## config.mk

```make
export PLATFORM = sky130hd
export DESIGN_NAME = ecc_syndrome_bit_corrector_unit_flat
export DESIGN_NICKNAME = d
export VERILOG_FILES = /design/src/rtl/escbc_pkg.sv /design/src/rtl/escbc_if.sv /design/src/rtl/escbc_front.sv /design/src/rtl/escbc_queue.sv /design/src/rtl/escbc_back.sv /design/src/rtl/ecc_syndrome_bit_corrector_unit.sv /design/src/flat_wrapper.sv
export SDC_FILE = /design/constraint.sdc
export NUM_CORES = 1
export LEC_CHECK = 0
export BUFFER_PORTS_ARGS = -buffer_cell sky130_fd_sc_hd__buf_2
export CORE_MARGIN = 4
export CORE_UTILIZATION = 25
export CTS_CLUSTER_SIZE = 10
export DETAILED_ROUTE_END_ITERATION = 6
export PLACE_DENSITY = 0.39
export SLEW_MARGIN = 20
export SYNTH_ARGS = -nofsm -noshare
export SYNTH_HDL_FRONTEND = slang
export SYNTH_SLANG_ARGS = --single-unit
export TNS_END_PERCENT = 5
```

## constraint.sdc

```tcl
create_clock -name clock -period 3.95 [get_ports clock]
set_input_delay 0.79 -clock clock [delete_from_list [all_inputs] [get_ports clock]]
set_output_delay 0.79 -clock clock [all_outputs]
set_load 0.02 [all_outputs]
```

## src/rtl/escbc_pkg.sv

```systemverilog
// Shared types, constants and the segment base table of the ECC syndrome bit corrector.
package escbc_pkg;

   localparam int QUEUE_DEPTH = 2;

   localparam int WORD_W   = 32;
   localparam int SEL_W    = 10;
   localparam int POS_W    = 9;
   localparam int OFFSET_W = 9;
   localparam int MASK_W   = 8;
   localparam int TAG_W    = 5;
   localparam int INDEX_W  = 11;

   localparam logic [TAG_W-1:0] TAG_LENGTH_RESET = 5'd16;

   typedef enum logic [1:0] {
      ACT_NONE = 2'd0,
      ACT_DATA = 2'd1,
      ACT_TAG  = 2'd2
   } action_type;

   typedef enum logic [1:0] {
      CLS_SKIP = 2'd0,
      CLS_BAD  = 2'd1,
      CLS_DATA = 2'd2,
      CLS_TAG  = 2'd3
   } class_type;

   typedef struct packed {
      class_type             kind;
      logic [OFFSET_W-1:0]   byte_offset;
      logic [MASK_W-1:0]     flip_mask;
      logic                  last_word;
   } entry_type;

   function automatic logic signed [INDEX_W-1:0] segment_base(input logic [2:0] pair);
      logic signed [INDEX_W-1:0] base;
      begin
         case (pair)
            3'd0: base = -11'sd112;
            3'd1: base = 11'sd16;
            3'd2: base = 11'sd144;
            3'd3: base = 11'sd272;
            3'd4: base = 11'sd400;
            default: base = '0;
         endcase
         return base;
      end
   endfunction

endpackage

```

## src/rtl/escbc_if.sv

```systemverilog
// Request and response channel interfaces of the ECC syndrome bit corrector.
interface escbc_req_if;
   logic                           valid;
   logic                           ready;
   logic [escbc_pkg::WORD_W-1:0]   location_word;
   logic                           last_word;

   modport source (output valid, output location_word, output last_word, input ready);
   modport sink (input valid, input location_word, input last_word, output ready);
endinterface

interface escbc_rsp_if;
   logic                            valid;
   logic                            ready;
   logic [1:0]                      action;
   logic [escbc_pkg::OFFSET_W-1:0]  byte_offset;
   logic [escbc_pkg::MASK_W-1:0]    flip_mask;
   logic                            batch_done;
   logic                            batch_failed;

   modport source (output valid, output action, output byte_offset, output flip_mask,
                   output batch_done, output batch_failed, input ready);
   modport sink (input valid, input action, input byte_offset, input flip_mask,
                 input batch_done, input batch_failed, output ready);
endinterface

```

## src/rtl/escbc_front.sv

```systemverilog
// Front end: accepts location words and classifies them into queue entries.
module escbc_front (
   escbc_req_if.sink                       req_bus,
   input  logic [escbc_pkg::TAG_W-1:0]     tag_length,
   input  logic                            queue_ready,
   output logic                            push,
   output escbc_pkg::entry_type            push_entry
);

   logic [escbc_pkg::SEL_W-1:0]             sel;
   logic [escbc_pkg::POS_W-1:0]             pos;
   logic                                    sel_onehot;
   logic [3:0]                              seg_idx;
   logic signed [escbc_pkg::INDEX_W-1:0]    base;
   logic signed [escbc_pkg::INDEX_W-1:0]    bit_pos;
   logic signed [escbc_pkg::INDEX_W-1:0]    byte_index;
   logic                                    tag_ok;

   assign req_bus.ready = queue_ready;
   assign push = req_bus.valid && queue_ready;

   assign sel = req_bus.location_word[18:9];
   assign pos = req_bus.location_word[8:0];
   assign sel_onehot = (sel != '0) && ((sel & (sel - 1'b1)) == '0);

   always_comb begin
      seg_idx = '0;
      for (int k = 0; k < escbc_pkg::SEL_W; k++) begin
         if (sel[k]) begin
            seg_idx = 4'(k);
         end
      end
   end

   assign base = escbc_pkg::segment_base(seg_idx[3:1]);
   assign bit_pos = $signed({1'b0, pos, seg_idx[0]}) - 11'sd4;
   assign byte_index = base + (bit_pos >>> 3);
   assign tag_ok = (byte_index[8:4] == '0) && ({1'b0, byte_index[3:0]} < tag_length);

   always_comb begin
      push_entry.kind = escbc_pkg::CLS_SKIP;
      push_entry.byte_offset = '0;
      push_entry.flip_mask = '0;
      push_entry.last_word = req_bus.last_word;
      if (req_bus.location_word != '0) begin
         if (!sel_onehot || byte_index[10]) begin
            push_entry.kind = escbc_pkg::CLS_BAD;
         end else if (!byte_index[9]) begin
            push_entry.kind = escbc_pkg::CLS_DATA;
            push_entry.byte_offset = byte_index[8:0];
            push_entry.flip_mask = 8'h80 >> bit_pos[2:0];
         end else if (tag_ok) begin
            push_entry.kind = escbc_pkg::CLS_TAG;
            push_entry.byte_offset = {5'd0, byte_index[3:0]};
            push_entry.flip_mask = 8'h80 >> bit_pos[2:0];
         end else begin
            push_entry.kind = escbc_pkg::CLS_BAD;
         end
      end
   end

endmodule

```

## src/rtl/escbc_queue.sv

```systemverilog
// Short queue of classified entries between the front and back ends.
module escbc_queue #(
   parameter int DEPTH = escbc_pkg::QUEUE_DEPTH
) (
   input  logic                   clock,
   input  logic                   reset,
   input  logic                   push,
   input  escbc_pkg::entry_type   push_entry,
   output logic                   push_ready,
   input  logic                   pop,
   output logic                   head_valid,
   output escbc_pkg::entry_type   head_entry
);

   localparam int PTR_W = (DEPTH > 1) ? $clog2(DEPTH) : 1;
   localparam int CNT_W = $clog2(DEPTH + 1);

   escbc_pkg::entry_type    slot_ff [DEPTH];
   logic [PTR_W-1:0]        wr_ptr_ff, wr_ptr_in;
   logic [PTR_W-1:0]        rd_ptr_ff, rd_ptr_in;
   logic [CNT_W-1:0]        count_ff, count_in;

   assign push_ready = (count_ff != CNT_W'(DEPTH));
   assign head_valid = (count_ff != '0);
   assign head_entry = slot_ff[rd_ptr_ff];

   always_comb begin
      wr_ptr_in = wr_ptr_ff;
      rd_ptr_in = rd_ptr_ff;
      count_in = count_ff;
      if (push) begin
         wr_ptr_in = (wr_ptr_ff == PTR_W'(DEPTH - 1)) ? '0 : wr_ptr_ff + 1'b1;
      end
      if (pop) begin
         rd_ptr_in = (rd_ptr_ff == PTR_W'(DEPTH - 1)) ? '0 : rd_ptr_ff + 1'b1;
      end
      if (push && !pop) begin
         count_in = count_ff + 1'b1;
      end else if (pop && !push) begin
         count_in = count_ff - 1'b1;
      end
   end

   always_ff @(posedge clock) begin
      if (reset) begin
         wr_ptr_ff <= '0;
         rd_ptr_ff <= '0;
         count_ff <= '0;
      end else begin
         wr_ptr_ff <= wr_ptr_in;
         rd_ptr_ff <= rd_ptr_in;
         count_ff <= count_in;
      end
   end

   always_ff @(posedge clock) begin
      if (push) begin
         slot_ff[wr_ptr_ff] <= push_entry;
      end
   end

endmodule

```

## src/rtl/escbc_back.sv

```systemverilog
// Back end: tracks batch state and drives the registered flip command response.
module escbc_back (
   input  logic                   clock,
   input  logic                   reset,
   input  logic                   head_valid,
   input  escbc_pkg::entry_type   head_entry,
   output logic                   pop,
   escbc_rsp_if.source            rsp_bus
);

   logic                               rsp_valid_ff;
   logic                               aborted_ff, aborted_in;
   logic                               applied_ff, applied_in;
   escbc_pkg::action_type              action_ff, action_in;
   logic [escbc_pkg::OFFSET_W-1:0]     offset_ff, offset_in;
   logic [escbc_pkg::MASK_W-1:0]       mask_ff, mask_in;
   logic                               done_ff;
   logic                               failed_ff, failed_in;

   assign pop = head_valid && (!rsp_valid_ff || rsp_bus.ready);

   always_comb begin
      action_in = escbc_pkg::ACT_NONE;
      offset_in = '0;
      mask_in = '0;
      aborted_in = aborted_ff;
      applied_in = applied_ff;
      failed_in = 1'b0;
      if (!aborted_ff) begin
         case (head_entry.kind)
            escbc_pkg::CLS_BAD: begin
               aborted_in = 1'b1;
            end
            escbc_pkg::CLS_DATA: begin
               action_in = escbc_pkg::ACT_DATA;
               offset_in = head_entry.byte_offset;
               mask_in = head_entry.flip_mask;
               applied_in = 1'b1;
            end
            escbc_pkg::CLS_TAG: begin
               action_in = escbc_pkg::ACT_TAG;
               offset_in = head_entry.byte_offset;
               mask_in = head_entry.flip_mask;
               applied_in = 1'b1;
            end
            default: begin
               action_in = escbc_pkg::ACT_NONE;
            end
         endcase
      end
      if (head_entry.last_word) begin
         failed_in = aborted_in || !applied_in;
         aborted_in = 1'b0;
         applied_in = 1'b0;
      end
   end

   always_ff @(posedge clock) begin
      if (reset) begin
         rsp_valid_ff <= 1'b0;
         aborted_ff <= 1'b0;
         applied_ff <= 1'b0;
      end else begin
         if (pop) begin
            rsp_valid_ff <= 1'b1;
            aborted_ff <= aborted_in;
            applied_ff <= applied_in;
         end else if (rsp_bus.ready) begin
            rsp_valid_ff <= 1'b0;
         end
      end
   end

   always_ff @(posedge clock) begin
      if (pop) begin
         action_ff <= action_in;
         offset_ff <= offset_in;
         mask_ff <= mask_in;
         done_ff <= head_entry.last_word;
         failed_ff <= failed_in;
      end
   end

   assign rsp_bus.valid = rsp_valid_ff;
   assign rsp_bus.action = action_ff;
   assign rsp_bus.byte_offset = offset_ff;
   assign rsp_bus.flip_mask = mask_ff;
   assign rsp_bus.batch_done = done_ff;
   assign rsp_bus.batch_failed = failed_ff;

   a_cmd_mask_onehot: assert property (@(posedge clock) disable iff (reset)
      rsp_valid_ff && (action_ff != escbc_pkg::ACT_NONE) |-> $onehot(mask_ff))
      else $error("flip command without a one-hot mask");

   a_idle_payload_zero: assert property (@(posedge clock) disable iff (reset)
      rsp_valid_ff && (action_ff == escbc_pkg::ACT_NONE) |-> (offset_ff == '0) && (mask_ff == '0))
      else $error("empty command carries an offset or a mask");

   a_failed_only_on_done: assert property (@(posedge clock) disable iff (reset)
      rsp_valid_ff && !done_ff |-> !failed_ff)
      else $error("failure reported before the end of a batch");

   a_state_cleared_after_last: assert property (@(posedge clock) disable iff (reset)
      pop && head_entry.last_word |=> !aborted_ff && !applied_ff)
      else $error("batch state not cleared after the last request");

endmodule

```

## src/rtl/ecc_syndrome_bit_corrector_unit.sv

```systemverilog
// Top level of the ECC syndrome bit corrector.
// Each request passes through a queue slot and then the back-end response register.
// Throughput: one request per cycle unless rsp_bus.ready stalls the response register.
// The queue between front and back end holds QUEUE_DEPTH classified requests.
// Reset clears the queue, the batch flags and the response valid, and sets tag_length to 16.
module ecc_syndrome_bit_corrector_unit #(
   parameter int QUEUE_DEPTH = escbc_pkg::QUEUE_DEPTH
) (
   input  logic                          clock,
   input  logic                          reset,
   escbc_req_if.sink                     req_bus,
   escbc_rsp_if.source                   rsp_bus,
   input  logic                          csr_wr_en,
   input  logic [escbc_pkg::TAG_W-1:0]   csr_wr_data
);

   logic [escbc_pkg::TAG_W-1:0]   tag_length_ff;
   logic                          queue_ready;
   logic                          push;
   escbc_pkg::entry_type          push_entry;
   logic                          pop;
   logic                          head_valid;
   escbc_pkg::entry_type          head_entry;

   always_ff @(posedge clock) begin
      if (reset) begin
         tag_length_ff <= escbc_pkg::TAG_LENGTH_RESET;
      end else if (csr_wr_en) begin
         tag_length_ff <= csr_wr_data;
      end
   end

   escbc_front u_front (
      .req_bus     (req_bus),
      .tag_length  (tag_length_ff),
      .queue_ready (queue_ready),
      .push        (push),
      .push_entry  (push_entry)
   );

   escbc_queue #(
      .DEPTH (QUEUE_DEPTH)
   ) u_queue (
      .clock      (clock),
      .reset      (reset),
      .push       (push),
      .push_entry (push_entry),
      .push_ready (queue_ready),
      .pop        (pop),
      .head_valid (head_valid),
      .head_entry (head_entry)
   );

   escbc_back u_back (
      .clock      (clock),
      .reset      (reset),
      .head_valid (head_valid),
      .head_entry (head_entry),
      .pop        (pop),
      .rsp_bus    (rsp_bus)
   );

endmodule

```

## src/flat_wrapper.sv

```systemverilog
// flat-port wrapper written by rule: the top's interface ports become plain ports
module ecc_syndrome_bit_corrector_unit_flat 
#(
   parameter int QUEUE_DEPTH = escbc_pkg::QUEUE_DEPTH
)
  (clock, reset, csr_wr_en, csr_wr_data, req_bus_valid, req_bus_location_word, req_bus_last_word, req_bus_ready, rsp_bus_valid, rsp_bus_action, rsp_bus_byte_offset, rsp_bus_flip_mask, rsp_bus_batch_done, rsp_bus_batch_failed, rsp_bus_ready);
  escbc_req_if req_bus_i ();
  escbc_rsp_if rsp_bus_i ();
  input  logic clock;
  input  logic reset;
  input  logic csr_wr_en;
  input  logic [escbc_pkg::TAG_W-1:0] csr_wr_data;
  input wire logic [$bits(req_bus_i.valid)-1:0] req_bus_valid;
  input wire logic [$bits(req_bus_i.location_word)-1:0] req_bus_location_word;
  input wire logic [$bits(req_bus_i.last_word)-1:0] req_bus_last_word;
  output wire logic [$bits(req_bus_i.ready)-1:0] req_bus_ready;
  output wire logic [$bits(rsp_bus_i.valid)-1:0] rsp_bus_valid;
  output wire logic [$bits(rsp_bus_i.action)-1:0] rsp_bus_action;
  output wire logic [$bits(rsp_bus_i.byte_offset)-1:0] rsp_bus_byte_offset;
  output wire logic [$bits(rsp_bus_i.flip_mask)-1:0] rsp_bus_flip_mask;
  output wire logic [$bits(rsp_bus_i.batch_done)-1:0] rsp_bus_batch_done;
  output wire logic [$bits(rsp_bus_i.batch_failed)-1:0] rsp_bus_batch_failed;
  input wire logic [$bits(rsp_bus_i.ready)-1:0] rsp_bus_ready;
  assign req_bus_i.valid = req_bus_valid;
  assign req_bus_i.location_word = req_bus_location_word;
  assign req_bus_i.last_word = req_bus_last_word;
  assign req_bus_ready = req_bus_i.ready;
  assign rsp_bus_valid = rsp_bus_i.valid;
  assign rsp_bus_action = rsp_bus_i.action;
  assign rsp_bus_byte_offset = rsp_bus_i.byte_offset;
  assign rsp_bus_flip_mask = rsp_bus_i.flip_mask;
  assign rsp_bus_batch_done = rsp_bus_i.batch_done;
  assign rsp_bus_batch_failed = rsp_bus_i.batch_failed;
  assign rsp_bus_i.ready = rsp_bus_ready;
  ecc_syndrome_bit_corrector_unit #(.QUEUE_DEPTH(QUEUE_DEPTH)) u_core (.clock(clock), .reset(reset), .req_bus(req_bus_i), .rsp_bus(rsp_bus_i), .csr_wr_en(csr_wr_en), .csr_wr_data(csr_wr_data));
endmodule
```

Word level (Yosys, flattened, before mapping)

Memory sizes are Yosys's and may differ from the RTL's. A register that Yosys moved wholly into a read port is not among the register bits.
Cells that the tools add are included.

Flip-flop bits (word level): 33
Bits in latches: 0
RAM bits: 40
Bits in read-only memories: 0
Bits of input ports: 43
Output and inout bits: 23
Logic and storage cells: 89
Memories: 1

Memories:

| memory                 | words | width | read ports | clocked after memory_dff | wr ports | RTL line          | source |
|---|---|---|---|---|---|---|---|
| u_core.u_queue.slot_ff | 2     | 20    | 1          | 1                        | 1        | escbc_queue.sv:18 | `escbc_pkg::entry_type slot_ff [DEPTH];` |

Add/sub/neg operators: 7
Multipliers: 0
Div/mod/pow operators: 0
$lt $le $gt $ge: 1
Equal/unequal tests: 8
Shift operators: 1
Muxes and demuxes: 33
Bitwise logic cells: 2
Reduce and logical (&&, ||, !) cells: 24

Operator list:

| operator                | number |
|---|---|
| $pmux W11 S5            | 1 |
| $mux W19                | 2 |
| $reduce_bool A32 Y1     | 1 |
| $mux W4                 | 7 |
| $mux W17                | 1 |
| $mux W1                 | 15 |
| $mux W12                | 1 |
| $add A11 B8 Y11         | 1 |
| $sub A10 B3 Y11 const B | 1 |
| $and A10 B10 Y10        | 1 |
| $logic_not A10 Y1       | 1 |
| $mux W2                 | 5 |
| $reduce_bool A10 Y1     | 1 |
| $sub A10 B1 Y10 const B | 1 |
| $shr A8 B3 Y8 const A   | 1 |
| $eq A3 B2 Y1 const B    | 2 |
| $logic_and A1 B1 Y1     | 6 |
| $reduce_bool A2 Y1      | 3 |
| $logic_not A1 Y1        | 5 |
| $logic_not A5 Y1        | 1 |
| $lt A4 B5 Y1            | 1 |
| $eq A2 B2 Y1 const B    | 2 |
| $pmux W2 S2             | 1 |
| $reduce_or A2 Y1        | 2 |
| 10 further kinds        | 13 |

Longest topological paths before layout

Word-level depth: 18
Mapped depth: 13
Depth with buffers taken out: 12

Modules after synthesis

A second synthesis with hierarchy kept.

Cells, all modules: 297
Area total of the unflattened synthesis: 3742.3 sq um

By module, submodules not included:

| module                          | times used | cells each | area an instance (sq um) | seq. area each (sq um) |
|---|---|---|---|---|
| escbc_queue                     | 1          | 84         | 1644.1                   | 1301.2 |
| escbc_front                     | 1          | 140        | 980.9                    | 0.0 |
| escbc_back                      | 1          | 57         | 933.4                    | 690.7 |
| ecc_syndrome_bit_corrector_unit | 1          | 16         | 183.9                    | 100.1 |

Least setup slack after synthesis

No wires, ideal clock.

Path kind: input to register
Start: in req_bus_location_word[1]
End: mem u_core.u_queue.slot_ff[0][4] (netlist name) (data pin)
Library setup time: 0.204 ns
Arrival time: 3.342 ns
Required time: 3.746 ns
Path slack: 0.403 ns
Cell stages on the path: 11
Cell sequence: inv_1 > ha_1 > or4b_1 > nor2_1 > xor2_1 > ha_1 > nand2_1 > nor4_2 > o31ai_2 > a311o_1 > nor4b_1

RTL lines:

| item        | RTL line           | source |
|---|---|---|
| from (decl) | flat_wrapper.sv:14 | `input wire logic [$bits(req_bus_i.location_word)-1:0] req_bus_location_word;` |
| to (decl)   | escbc_queue.sv:18  |  |

==> summary by stage <==
Outcome
The flow ran to the end, and the final reports show no timing, DRC or antenna violations.

Timing
The final critical-path share of the clock period is 0.900. The max-slew violation total from the final report is 0. The post-route clock skew is 0.00601 ns. The relative max-transition margin is 0.344.

Setup repair after global routing left no endpoint under its margin. The number of hold violations in the final report is 0. The final period demand of the worst path is about 3.6 ns. Timing would allow up to 281 MHz.

In the final timing run, aggregate negative setup slack is 0 ns. The transition at the pin with the smallest max-transition slack is 0.985 ns. Setup violations remaining at the end of the flow were counted as 0.

Floorplan
The die covers ~16000 um^2. The number of placed I/O pins is 66. The effective utilization at floorplan is 0.257.

The floorplan step set the die width to 128 um. The region available for standard cell placement spans 13900 um^2. In this run the vertical extent of the chip is 128 um. The number of placement rows is 43.

Pwr
The worst-case IR drop observed on VDD is 0.246 mV. The analysis attributes to cell leakage a power of between 1.5 and 2 nW. The areal power density over the cells is between 600 and 700 nW/um^2.

Synth
The sequential cell area fraction in the yosys report is 0.585. Synthesis inferred 74 register bits. The net count of the mapped netlist is 347. In this run the cell area of the synthesized design comes to 3580 um^2. sky130_fd_sc_hd__edfxtp_1 takes more of the synthesized area than any other cell. Counting flops with an async set or reset pin after synthesis yields a share of 0. The netlist uses 56 different library cells. During synthesis, Yosys emitted a total of 0 warnings.

The predominant post-synthesis flop cell is sky130_fd_sc_hd__edfxtp_1. The cell with the most instances after synthesis is sky130_fd_sc_hd__edfxtp_1. The number of instances in the synthesized netlist is 294. Sorting the synthesized cells by area gives the leading types as sky130_fd_sc_hd__edfxtp_1 (51%), sky130_fd_sc_hd__dfxtp_1 (7.3%), sky130_fd_sc_hd__mux2i_1 (6.4%). Ranked by instance count, the synthesized netlist is headed by sky130_fd_sc_hd__edfxtp_1 (61), sky130_fd_sc_hd__nor2_1 (48), sky130_fd_sc_hd__mux2i_1 (23), sky130_fd_sc_hd__dfxtp_1 (13), sky130_fd_sc_hd__inv_1 (13).

In this run, synthesis inferred 61 flip-flops with an integrated enable. The share of the synthesized area in the top cell type is 0.512. After synthesis, the mean cell area works out to 12.2 um^2.

Clock network
The number of CTS-inserted buffers is 9. The number of buffers on the longest clock path is 2. The latest clock arrival within the worst-skew pair is 0.33 ns. The post-cts resize count is 0. The depth of the CTS H-tree is 3. Clock-pin slew was measured on the worst setup and hold paths at ~0.06 ns. After clock tree synthesis, the flow added hold-fix buffers numbering 0.

CTS saw 74 sinks. CTS placed an instance of sky130_fd_sc_hd__clkbuf_16 at the clock tree root. Once the clock tree was built, the setup fixing pass inserted 0 buffers. TritonCTS built the clock tree.

Critical path
The launching instance or port of the critical path is req_bus_location_word[1]. By instance count, the cell type seen most on the critical path is sky130_fd_sc_hd__ha_1. The worst register-to-register path has a depth of 9. The slowest stage of the critical path is the sky130_fd_sc_hd__a311o_1 cell. The delay contributed by the slowest stage of the critical path is 0.49 ns.

The endpoint class of the critical path is a register. The destination of the critical timing path is u_core.u_queue.slot_ff[1][1]. Of all nets on the critical path, the largest fanout is 8.

The terminus of the critical flop-to-flop path is u_core.u_queue.slot_ff[1][1]. The startpoint of the worst-slack reg-to-reg timing path is u_core.tag_length_ff[1]. The worst-case register-to-register setup slack is 1.72 ns. The critical path goes through buf_2 -> inv_1 -> ha_1 -> or4b_1 -> nor2_1 -> xor2_1 -> ha_1 -> nand2_1 -> nor4_2 -> o31ai_2 -> a311o_1 -> nor4_1. The worst setup path is launched from an input port.

The critical setup path kind is in2reg. For the worst setup path, the data required time is 4.04 ns. The critical path data arrival time is 3.64 ns.

Cells and area
At the end of the flow, the number of nets in the layout was 427. The fraction of layout instances using a drive strength above 1 is 0.280. 0 antenna diodes ended up in the layout.

From synthesis to final layout, the design area changed by 26.6%. Once layout is complete, the utilization of the core stands at 0.325.

GRT
Entering global routing, the biggest net connects 25 pins. The total overflow left after global routing is 0. The total global-route track usage is 0.0993. The initial antenna violation count came to 0. The via count of the first global-routing pass came to 2509. The wire length of the first global-routing pass is 12.6 mm.

Placement
The congestion estimate from routability-driven global placement came to about 0.74. Detailed placement finished with a half-perimeter wire length of 5.95 mm. The number of input and output port buffers inserted is 65.

Drt
The sum of routed wire length over all layers is 7.82 mm. The number of DRC violations after detailed routing is 0. The number of iterations in the first detailed-routing pass is 4.

The iteration-0 DRC count of the detailed router is 126. The via-per-instance ratio is 4.43. After detailed routing, the average wire length per cell comes to 14.0 um. The number of routed nets with antenna violations is 0. The total via count in the routed design is 2479.

Flow run
The max-capacitance violation count is 0.

Worst hold path
The path type of the worst min-delay path is reg2reg.
==> worst max-delay path, delay by kind of cell <==
kind,cells,cell delay (ns)
buffers and inverters,2,0.22
xor gates and xnor gates,1,0.16
AOI/OAI and AO/OA,2,0.63
adders and majority gates,2,0.38
and+or+nand+nor,5,1.46
==> power by group <==
part | internal, W | leakage, nW | switching [W]
clock | 0.000610 | 0.164 | 0.000294
sequential | 0.00110 | 0.693 | 0.0000548
combinational | 0.000256 | 0.868 | 0.000499
==> kinds of logic (layout without fill, tap and decap cells) <==
kind of cell | after synthesis | count (layout) | synth area share
buffers and inverters | 22 | 107 | 0.0255
DFF | 74 | 74 | 0.585
AOI/OAI and AO/OA | 41 | 41 | 0.0997
and+or+nand+nor | 111 | 111 | 0.159
adders and majority gates | 12 | 12 | 0.0406
muxes | 24 | 24 | 0.0675
xor gates and xnor gates | 9 | 9 | 0.0220
other | 1 | 1 | 0.00105
==> cell usage in the layout, fill, tap and decap left out, drive strengths merged, types with 2 or more instances in the layout <==
| master | synthesis | final |
|---|---|---|
| a2111oi | 2 | 2 |
| a211oi | 3 | 3 |
| a21oi | 8 | 8 |
| and3 | 3 | 3 |
| buf | 3 | 78 |
| bufinv | 0 | 3 |
| clkbuf | 6 | 9 |
| clkinv | 0 | 4 |
| dfxtp | 13 | 13 |
| edfxtp | 61 | 61 |
| ha | 10 | 10 |
| inv | 13 | 13 |
| maj3 | 2 | 2 |
| mux2i | 23 | 23 |
| nand2 | 11 | 11 |
| nand2b | 7 | 7 |
| nor2 | 48 | 48 |
| nor2b | 3 | 3 |
| nor3 | 12 | 12 |
| nor4 | 11 | 11 |
| nor4b | 3 | 3 |
| o211a | 2 | 2 |
| o21ai | 8 | 8 |
| o31ai | 3 | 3 |
| or2 | 2 | 2 |
| or3 | 4 | 4 |
| or4 | 2 | 2 |
| xnor2 | 2 | 2 |
| xor2 | 7 | 7 |
==> registers in the layout, summed over array words and instances (netlist names), named ones only <==
signal / flops
u_core.u_back.rsp_bus.batch_failed: 1
u_core.u_back.rsp_bus.action: 2
u_core.u_back.rsp_bus.batch_done: 1
u_core.u_back.rsp_bus.flip_mask: 8
u_core.u_back.rsp_bus.byte_offset: 9
u_core.u_queue.rd_ptr_ff: 1
u_core.u_queue.slot_ff: 40
u_core.u_back.applied_ff: 1
u_core.u_back.rsp_bus.valid: 1
u_core.u_queue.wr_ptr_ff: 1
u_core.tag_length_ff: 5
u_core.u_back.aborted_ff: 1
u_core.u_queue.count_ff: 2
==> layer usage <==
metal,track usage,up-vias,wire [um]
li1,-,1263,-
met1,0.133,1155,3840
met2,0.152,55,3500
met3,0.0263,6,395
met4,0.0412,0,87
met5,0,-,0
==> worst min path at each step <==
stage                                 from                           to  slack, ns  cells past startpoint
4_1_cts        u_core.u_back.rsp_bus.valid  u_core.u_back.rsp_bus.valid       0.50                      2
2_1_floorplan      u_core.tag_length_ff[0]      u_core.tag_length_ff[0]       0.45                      2
6_report       u_core.u_back.rsp_bus.valid  u_core.u_back.rsp_bus.valid       0.49                      2
3_3_place_gp   u_core.u_back.rsp_bus.valid  u_core.u_back.rsp_bus.valid       0.47                      2
5_1_grt            u_core.tag_length_ff[3]      u_core.tag_length_ff[3]       0.52                      2
3_5_place_dp   u_core.u_back.rsp_bus.valid  u_core.u_back.rsp_bus.valid       0.49                      2
==> layout make-up <==
type                    instances  area, um^2
well taps                     180         225
clock buffers                   9         225
multi-input cells             198        1400
inverters                      13        48.8
fillers                      1441        9410
clock inverters                 7         108
repair buffers                 78         435
flip-flops and latches         74        2090
==> metrics by stage <==
| step | power, W | cells | hold slack [ns] | worst slack, ns | instance area, um^2 |
|---|---|---|---|---|---|
| 5_1_grt | 0.00298 | 559 | 0.523 | 0.144 | 4530 |
| 2_1_floorplan | 0.00169 | 294 | 0.455 | 0.403 | 3580 |
| 6_report | 0.00281 | 559 | 0.486 | 0.395 | 4530 |
| 4_1_cts | 0.00286 | 559 | 0.495 | 0.398 | 4530 |
| 3_3_place_gp | 0.00195 | 543 | 0.475 | 0.146 | 4200 |
| 3_5_place_dp | 0.00195 | 543 | 0.488 | 0.0554 | 4200 |
Power figures use the tool's default switching activity.
